$ cat src/hdl/ifla_pkg.sv
// Shared definitions for the implicit free list allocator.
// Holds the controller-to-datapath operation codes and the status bundle.
// No dependencies.
`default_nettype none

package ifla_pkg;

  typedef logic [4:0] op_t;

  localparam op_t OP_NOP       = 5'd0;
  localparam op_t OP_INIT_WR   = 5'd1;
  localparam op_t OP_LOAD      = 5'd2;
  localparam op_t OP_WALK_RD   = 5'd3;
  localparam op_t OP_WALK_STEP = 5'd4;
  localparam op_t OP_EXT_W0    = 5'd5;
  localparam op_t OP_EXT_W1    = 5'd6;
  localparam op_t OP_EXT_W2    = 5'd7;
  localparam op_t OP_M_RD_HDR  = 5'd8;
  localparam op_t OP_M_RD_NEXT = 5'd9;
  localparam op_t OP_M_RD_PREV = 5'd10;
  localparam op_t OP_M_CALC    = 5'd11;
  localparam op_t OP_M_W0      = 5'd12;
  localparam op_t OP_M_W1      = 5'd13;
  localparam op_t OP_F_RD      = 5'd14;
  localparam op_t OP_F_CALC    = 5'd15;
  localparam op_t OP_S_W0      = 5'd16;
  localparam op_t OP_S_W1      = 5'd17;
  localparam op_t OP_S_W2      = 5'd18;
  localparam op_t OP_S_W3      = 5'd19;
  localparam op_t OP_A_W0      = 5'd20;
  localparam op_t OP_A_W1      = 5'd21;
  localparam op_t OP_FREE_CAP  = 5'd22;
  localparam op_t OP_FREE_W0   = 5'd23;
  localparam op_t OP_FREE_W1   = 5'd24;
  localparam op_t OP_DONE_OK   = 5'd25;
  localparam op_t OP_DONE_FAIL = 5'd26;
  localparam op_t OP_DONE_FREE = 5'd27;

  typedef struct packed {
    logic init_last;
    logic is_free;
    logic bp_in;
    logic bp_le_addr;
    logic bp_is_addr;
    logic rd_zero;
    logic rd_alloc;
    logic rd_fit;
    logic no_room;
    logic split;
  } dp_status_t;

endpackage

`default_nettype wire

$ cat src/hdl/ifla_ctrl.sv
// Sequencing state machine of the allocator.
// Issues one ifla_pkg operation code per cycle to ifla_dp and reads its status.
`default_nettype none

module ifla_ctrl (
  input  wire logic                 clk,
  input  wire logic                 rst,
  input  wire logic                 start,
  input  wire ifla_pkg::dp_status_t st,
  input  wire logic                 action,
  output logic                      busy,
  output ifla_pkg::op_t             op
);

  localparam logic [4:0] S_INIT    = 5'd0;
  localparam logic [4:0] S_IDLE    = 5'd1;
  localparam logic [4:0] S_AW_RD   = 5'd2;
  localparam logic [4:0] S_AW_CHK  = 5'd3;
  localparam logic [4:0] S_EXT     = 5'd4;
  localparam logic [4:0] S_EXT1    = 5'd5;
  localparam logic [4:0] S_EXT2    = 5'd6;
  localparam logic [4:0] S_M_HDR   = 5'd7;
  localparam logic [4:0] S_M_NEXT  = 5'd8;
  localparam logic [4:0] S_M_PREV  = 5'd9;
  localparam logic [4:0] S_M_CALC  = 5'd10;
  localparam logic [4:0] S_M_W0    = 5'd11;
  localparam logic [4:0] S_M_W1    = 5'd12;
  localparam logic [4:0] S_FIN_RD  = 5'd13;
  localparam logic [4:0] S_FIN_SZ  = 5'd14;
  localparam logic [4:0] S_FIN_W0  = 5'd15;
  localparam logic [4:0] S_SPL1    = 5'd16;
  localparam logic [4:0] S_SPL2    = 5'd17;
  localparam logic [4:0] S_SPL3    = 5'd18;
  localparam logic [4:0] S_ALC1    = 5'd19;
  localparam logic [4:0] S_DONE_OK = 5'd20;
  localparam logic [4:0] S_FW_RD   = 5'd21;
  localparam logic [4:0] S_FW_CHK  = 5'd22;
  localparam logic [4:0] S_FR_W0   = 5'd23;
  localparam logic [4:0] S_FR_W1   = 5'd24;
  localparam logic [4:0] S_DONE_FR = 5'd25;

  logic [4:0] state, state_next;

  assign busy = (state != S_IDLE);

  always_ff @(posedge clk) begin
    if (rst) begin
      state <= S_INIT;
    end else begin
      state <= state_next;
    end
  end

  always_comb begin
    state_next = state;
    op         = ifla_pkg::OP_NOP;
    case (state)
      S_INIT: begin
        op = ifla_pkg::OP_INIT_WR;
        if (st.init_last) state_next = S_IDLE;
      end
      S_IDLE: begin
        if (start) begin
          op = ifla_pkg::OP_LOAD;
          state_next = action ? S_FW_RD : S_AW_RD;
        end
      end
      S_AW_RD: begin
        if (!st.bp_in) begin
          state_next = S_EXT;
        end else begin
          op = ifla_pkg::OP_WALK_RD;
          state_next = S_AW_CHK;
        end
      end
      S_AW_CHK: begin
        if (st.rd_zero) begin
          state_next = S_EXT;
        end else if (!st.rd_alloc && st.rd_fit) begin
          state_next = S_FIN_RD;
        end else begin
          op = ifla_pkg::OP_WALK_STEP;
          state_next = S_AW_RD;
        end
      end
      S_EXT: begin
        if (st.no_room) begin
          op = ifla_pkg::OP_DONE_FAIL;
          state_next = S_IDLE;
        end else begin
          op = ifla_pkg::OP_EXT_W0;
          state_next = S_EXT1;
        end
      end
      S_EXT1: begin
        op = ifla_pkg::OP_EXT_W1;
        state_next = S_EXT2;
      end
      S_EXT2: begin
        op = ifla_pkg::OP_EXT_W2;
        state_next = S_M_HDR;
      end
      S_M_HDR: begin
        op = ifla_pkg::OP_M_RD_HDR;
        state_next = S_M_NEXT;
      end
      S_M_NEXT: begin
        op = ifla_pkg::OP_M_RD_NEXT;
        state_next = S_M_PREV;
      end
      S_M_PREV: begin
        op = ifla_pkg::OP_M_RD_PREV;
        state_next = S_M_CALC;
      end
      S_M_CALC: begin
        op = ifla_pkg::OP_M_CALC;
        state_next = S_M_W0;
      end
      S_M_W0: begin
        op = ifla_pkg::OP_M_W0;
        state_next = S_M_W1;
      end
      S_M_W1: begin
        op = ifla_pkg::OP_M_W1;
        state_next = st.is_free ? S_DONE_FR : S_FIN_RD;
      end
      S_FIN_RD: begin
        op = ifla_pkg::OP_F_RD;
        state_next = S_FIN_SZ;
      end
      S_FIN_SZ: begin
        op = ifla_pkg::OP_F_CALC;
        state_next = S_FIN_W0;
      end
      S_FIN_W0: begin
        if (st.split) begin
          op = ifla_pkg::OP_S_W0;
          state_next = S_SPL1;
        end else begin
          op = ifla_pkg::OP_A_W0;
          state_next = S_ALC1;
        end
      end
      S_SPL1: begin
        op = ifla_pkg::OP_S_W1;
        state_next = S_SPL2;
      end
      S_SPL2: begin
        op = ifla_pkg::OP_S_W2;
        state_next = S_SPL3;
      end
      S_SPL3: begin
        op = ifla_pkg::OP_S_W3;
        state_next = S_DONE_OK;
      end
      S_ALC1: begin
        op = ifla_pkg::OP_A_W1;
        state_next = S_DONE_OK;
      end
      S_DONE_OK: begin
        op = ifla_pkg::OP_DONE_OK;
        state_next = S_IDLE;
      end
      S_FW_RD: begin
        if (!(st.bp_in && st.bp_le_addr)) begin
          state_next = S_DONE_FR;
        end else begin
          op = ifla_pkg::OP_WALK_RD;
          state_next = S_FW_CHK;
        end
      end
      S_FW_CHK: begin
        if (st.rd_zero) begin
          state_next = S_DONE_FR;
        end else if (st.bp_is_addr) begin
          if (st.rd_alloc) begin
            op = ifla_pkg::OP_FREE_CAP;
            state_next = S_FR_W0;
          end else begin
            state_next = S_DONE_FR;
          end
        end else begin
          op = ifla_pkg::OP_WALK_STEP;
          state_next = S_FW_RD;
        end
      end
      S_FR_W0: begin
        op = ifla_pkg::OP_FREE_W0;
        state_next = S_FR_W1;
      end
      S_FR_W1: begin
        op = ifla_pkg::OP_FREE_W1;
        state_next = S_M_HDR;
      end
      S_DONE_FR: begin
        op = ifla_pkg::OP_DONE_FREE;
        state_next = S_IDLE;
      end
      default: begin
        state_next = S_IDLE;
      end
    endcase
  end

`ifndef SYNTHESIS
  a_init_holds: assert property (@(posedge clk) disable iff (rst)
    (state == S_INIT && !st.init_last) |=> state == S_INIT)
    else $error("store initialization left early");
  a_start_walk: assert property (@(posedge clk) disable iff (rst)
    (state == S_IDLE && start) |=> (state == S_AW_RD || state == S_FW_RD))
    else $error("accepted item did not begin a walk");
  a_merge_exit: assert property (@(posedge clk) disable iff (rst)
    (state == S_M_W1 && st.is_free) |=> state == S_DONE_FR)
    else $error("free did not finish after coalescing");
  a_done_idle: assert property (@(posedge clk) disable iff (rst)
    (state == S_DONE_OK || state == S_DONE_FR) |=> state == S_IDLE)
    else $error("result state did not return to idle");
`endif

endmodule

`default_nettype wire

$ cat config.mk
export PLATFORM = sky130hd
export DESIGN_NAME = ifla_ctrl
export DESIGN_NICKNAME = d
export VERILOG_FILES = /design/src/hdl/ifla_pkg.sv /design/src/hdl/ifla_ctrl.sv
export SDC_FILE = /design/constraint.sdc
export NUM_CORES = 1
export LEC_CHECK = 0
export BUFFER_PORTS_ARGS = -buffer_cell sky130_fd_sc_hd__buf_2
export CORE_MARGIN = 1.5
export CORE_UTILIZATION = 59
export DETAILED_ROUTE_END_ITERATION = 6
export PLACE_DENSITY_LB_ADDON = 0.08
export SLEW_MARGIN = 20
export SYNTH_ARGS = -nofsm -noshare
export SYNTH_HDL_FRONTEND = slang
export SYNTH_SLANG_ARGS = --single-unit
$ cat constraint.sdc
create_clock -name clk -period 3.6 [get_ports clk]
set_input_delay 0 -clock clk [delete_from_list [all_inputs] [get_ports clk]]
set_output_delay 0 -clock clk [all_outputs]
set_load 0.01 [all_outputs]
Word level (Yosys, flattened, before mapping)
Index checks and enable logic that the tools add are counted.

storage, ports and cells
  input port bits = 14
  output and inout bits = 6
  logic and storage cells = 61
  flip-flop bits (word level) = 5

cells by class
  reduce and logical (&&, ||, !) cells = 7
  equal/unequal tests = 28
  multiplexer cells = 25

operators by type and width
  cell                                                              number
  5-bit case mux with 26 select lines                               1
  5-bit case mux with 22 select lines                               1
  5-bit == test (second input constant)                             10
  5-bit 2-to-1 mux                                                  10
  5-bit by 4-bit == test with 1-bit output (second input constant)  8
  5-bit by 3-bit == test with 1-bit output (second input constant)  4
  4-bit 2-to-1 mux                                                  4
  3-bit 2-to-1 mux                                                  5
  5-bit by 2-bit == test with 1-bit output (second input constant)  2
  2-bit 2-to-1 mux                                                  4
  5-bit by 1-bit == test with 1-bit output (second input constant)  1
  5-bit logical NOT                                                 1
  5-bit by 1-bit != test with 1-bit output (second input constant)  1
  2-bit != test (second input constant)                             2
  2-bit OR reduction                                                2
  1-bit logical AND                                                 2
  2-bit AND reduction                                               1
  1-bit logical NOT                                                 1

Depth between registers and ports, before layout
  depth after elaboration = 5
  depth in mapped cells = 7
  mapped depth without buffers = 4

Worst setup path before layout
No wires, ideal clock.

  path kind = reg-to-output
  from = reg state[3]
  to = out op[0]
  required time = 3.600 ns
  cell stages (with the launch flop) = 6
  arrival time = 1.456 ns
  path slack = 2.144 ns
  cells stage by stage = dfxtp_1 -> buf_2 -> or3b_2 -> o21ai_0 -> a22oi_1 -> o21ai_0

between the ends
  word-level cells in the longest chain between the ends = 2
  elaborated cells on any way between the ends = 27
  those cells by class = eq/ne (25); mux (1); reduce/logical (1)

RTL lines
  item                                         RTL line         RTL
  from (decl)                                  ifla_ctrl.sv:42  logic [4:0] state, state_next;
  from (signal assigned)                       ifla_ctrl.sv:50  state <= state_next;
  5-bit == test, or another cell as far along  ifla_ctrl.sv:57  case (state)
  5-bit case mux with 26 select lines *        ifla_ctrl.sv:57
  to (decl)                                    ifla_ctrl.sv:12  output ifla_pkg::op_t op

Mark *: on every way between the ends. The rest lies on a longest branch, timed or not.

Worst setup path after layout
  from = reg state[4]
  to = out op[0]

Same word-level chain as after synthesis.

==> qor.txt <==
Post-Syn Area: 1003 um^2
Num rows: 14
Crit Path Category: flop to primary output
Number of flops mapped to enable cells by yosys: 0
Clock transition at path regs: 50 ps
Sw Pwr: 0.06105 mW
Non-filler cells, final: 170
Status: finished, final reports clean
Die Ht: 44.24 um
Filler cells: 136
Gr usage total: 0.3036
Iter 0 DRT Violations: 84
Relative slew slack: 0.3495
Total wire length: 2786 um
Placer Congestion: 0.9817
Cell internal pwr: 0.1266 mW
Worst slew pin tran: 974.4 ps
R2r endpoint: state[0]
Crit. End Element: primary output
Main flop type after synthesis: dfxtp_1
# port buffers: 19
Die area: 1957 um^2
# IOs: 20
CORE AREA: 1541 um^2
Worst Setup Start Kind: flop
Flop2flop setup slack: 1370 ps
CP max FO: 32
Setup TNS: 0 ps
Hold path depth: 4
Number of buffers and inverters on the critical path: 1
Worst path arrival time: 2340 ps
DIE WIDTH: 44.24 um
Fin crit share: 0.6496
Hold path endpoint: state[0]
Initial antenna violation count: 0
Vias per cell: 6.994
Hold Path Class: input pin to flop
Post-CTS resize count: 0
Post-route setup slack: 1262 ps
Ys async rst share: 0
Antenna diodes: 0
Seq pwr share: 0.360
DR vias: 1189
Placed insts: 165
CTS Sinks: 5
Maxcap violations: 0
Number of global-route vias before repair: 1047
Clk network pwr share: 0.342
Seq cells post-synth: 5
DRC viols: 0
FMAX: 0.4276 GHz
CP Data Required Time: 3600 ps
CTS Root Cell: clkbuf_4
Worst VDD drop: 0.2052 mV
TritonCTS clock tree: yes
Worst-path cell chain: or4b_4 -> a31oi_2 -> a221oi_1 -> o21ai_0 -> buf_2
First-pass GRT wire length: 4671 um
Top flop regs: state x5
Highest-delay cell along the critical path: dfxtp_1
DRT Pass-1 Iters: 5
Area grow syn2layout: 7.107%
R2R depth: 4
Comb power frac: 0.299
Total Power: 0.1876 mW
Initial core utilization: 0.6510
Pins over their slew limit: 0
Nets@finish: 169
Worst path top cell family by delay: flip-flops
Leading cell type in the layout, fill and taps excluded: buf_2
Synthesis warning total: 0
Wire per inst: 16.39 um
CTS Buf Count: 3
Global route overflow: 0
Post-place setup slack: 1403 ps
H-tree depth: 1
Leak: 0.3551 nW
Layout cells sized above 1: 0.2078
Final hold violations: 0
Post-CTS Repair Setup Buffers: 0
HP Start: st[0]
CTS Buffer Depth: 2
Post-Syn Nets: 157
Reg2reg start: state[4]
Synth cell types: 51
Commonest cells after routing, fill and taps aside: buf_2, a21oi_1, nor2_1
Final Skew: 5.163 ps
Avg Inst Size Synth: 7.017 um^2
Largest net degree at the start of global routing: 37
Placed wire-length estimate: 1866 um
DRT antenna net count: 0
Switching part of the total: 0.3254
Worst-skew pair later-pin latency: 240 ps
Max reg flops: 5
Power per cell area: 174.6 nW/um^2
CP peak stage delay: 940 ps
RSZ-0062 raised after global routing: false
Top reg by flops: state
Final Critical Period: 2338 ps
Cells after Synth: 143
Setup violators final: 0
Post-synthesis sequential area ratio: 0.09975
## repair_timing
action,in CTS,in global routing
hold endpoints to repair,1,0
setup endpoints to repair,0,0
hold buffers,1,0
## power by group through the flow
stage / Clock, mW / Sequential (mW) / Combinational, mW
after floorplan: 0 / 0.0599 / 0.0439
after global placement: 0 / 0.0676 / 0.0533
after detailed placement: 0 / 0.0680 / 0.0540
after CTS: 0.0654 / 0.0671 / 0.0551
after global routing: 0.0679 / 0.0683 / 0.0622
final: 0.0641 / 0.0675 / 0.0561
## logic make-up after synthesis
logic type / count (synthesis) / synth area share
DFF: 5 / 0.09975
buffers and inverters: 18 / 0.09973
AOI/OAI and AO/OA: 54 / 0.3791
muxes: 1 / 0.009975
and+or+nand+nor: 65 / 0.4115
## worst max-delay path by stage
stage	start	end	slack, ps	cells past startpoint
floorplan	state[3]	op[0]	2140	5
global route	state[2]	op[0]	1030	5
global placement	state[1]	state[0]	1470	4
CTS	state[1]	op[1]	1240	5
finish	state[4]	op[0]	1260	5
detailed placement	state[1]	state[2]	1400	4
## cell usage after synthesis, types with 2 or more instances
cell type	instances	area (um^2)
a211oi_1	2	15.01
a21o_1	4	30.03
a21oi_1	14	70.07
a221oi_1	3	26.28
a31oi_1	2	12.51
a41oi_1	2	17.52
and3b_1	2	17.52
buf_2	8	40.04
buf_4	2	15.01
buf_6	2	22.52
dfxtp_1	5	100.1
inv_1	4	15.01
nand2_1	5	18.77
nand2b_1	4	25.02
nand3_1	5	25.02
nand3b_1	5	37.54
nor2_1	12	45.04
nor2b_1	2	12.51
nor3_1	7	35.03
nor3b_1	2	15.01
nor4_1	2	12.51
nor4b_1	2	17.52
o211ai_1	4	30.03
o21ai_0	10	50.05
o22ai_1	2	12.51
o32ai_1	2	17.52
or3b_2	2	17.52
or4b_1	2	20.02
or4bb_1	3	33.78
## final cells by class
type,instances,area (um^2),area share
flip-flops and latches,5,101.3,0.09430
multi-input cells,120,803.3,0.7474
inverters,5,18.77,0.01746
well taps,16,20.02,0.01863
repair buffers,20,105.1,0.09779
clock buffers,4,26.28,0.02445
## metrics by stage
stage                     instance area (um^2)  hold slack [ps]  utilization
after global routing                      1075            239.6       0.6972
after CTS                                 1074            202.2       0.6964
final                                     1075            210.7       0.6972
after global placement                    1037            192.7       0.6729
after detailed placement                  1037            189.5       0.6729
after floorplan                           1003            69.07            -
## worst reg2reg max path, cell delays in order (launching register included)
cell	delay [ps]
dfxtp_1	940
or4b_4	570
a31oi_2	240
and3b_1	220
a31oi_1	180
## layer usage
layer,wire [um],global-route usage,vias up
met4,37,0.07879,0
met3,271,0.02449,6
met1,1212,0.4604,533
li1,-,-,584
met2,1265,0.4588,66
met5,0,0,-
Power figures use the tool's default switching activity.
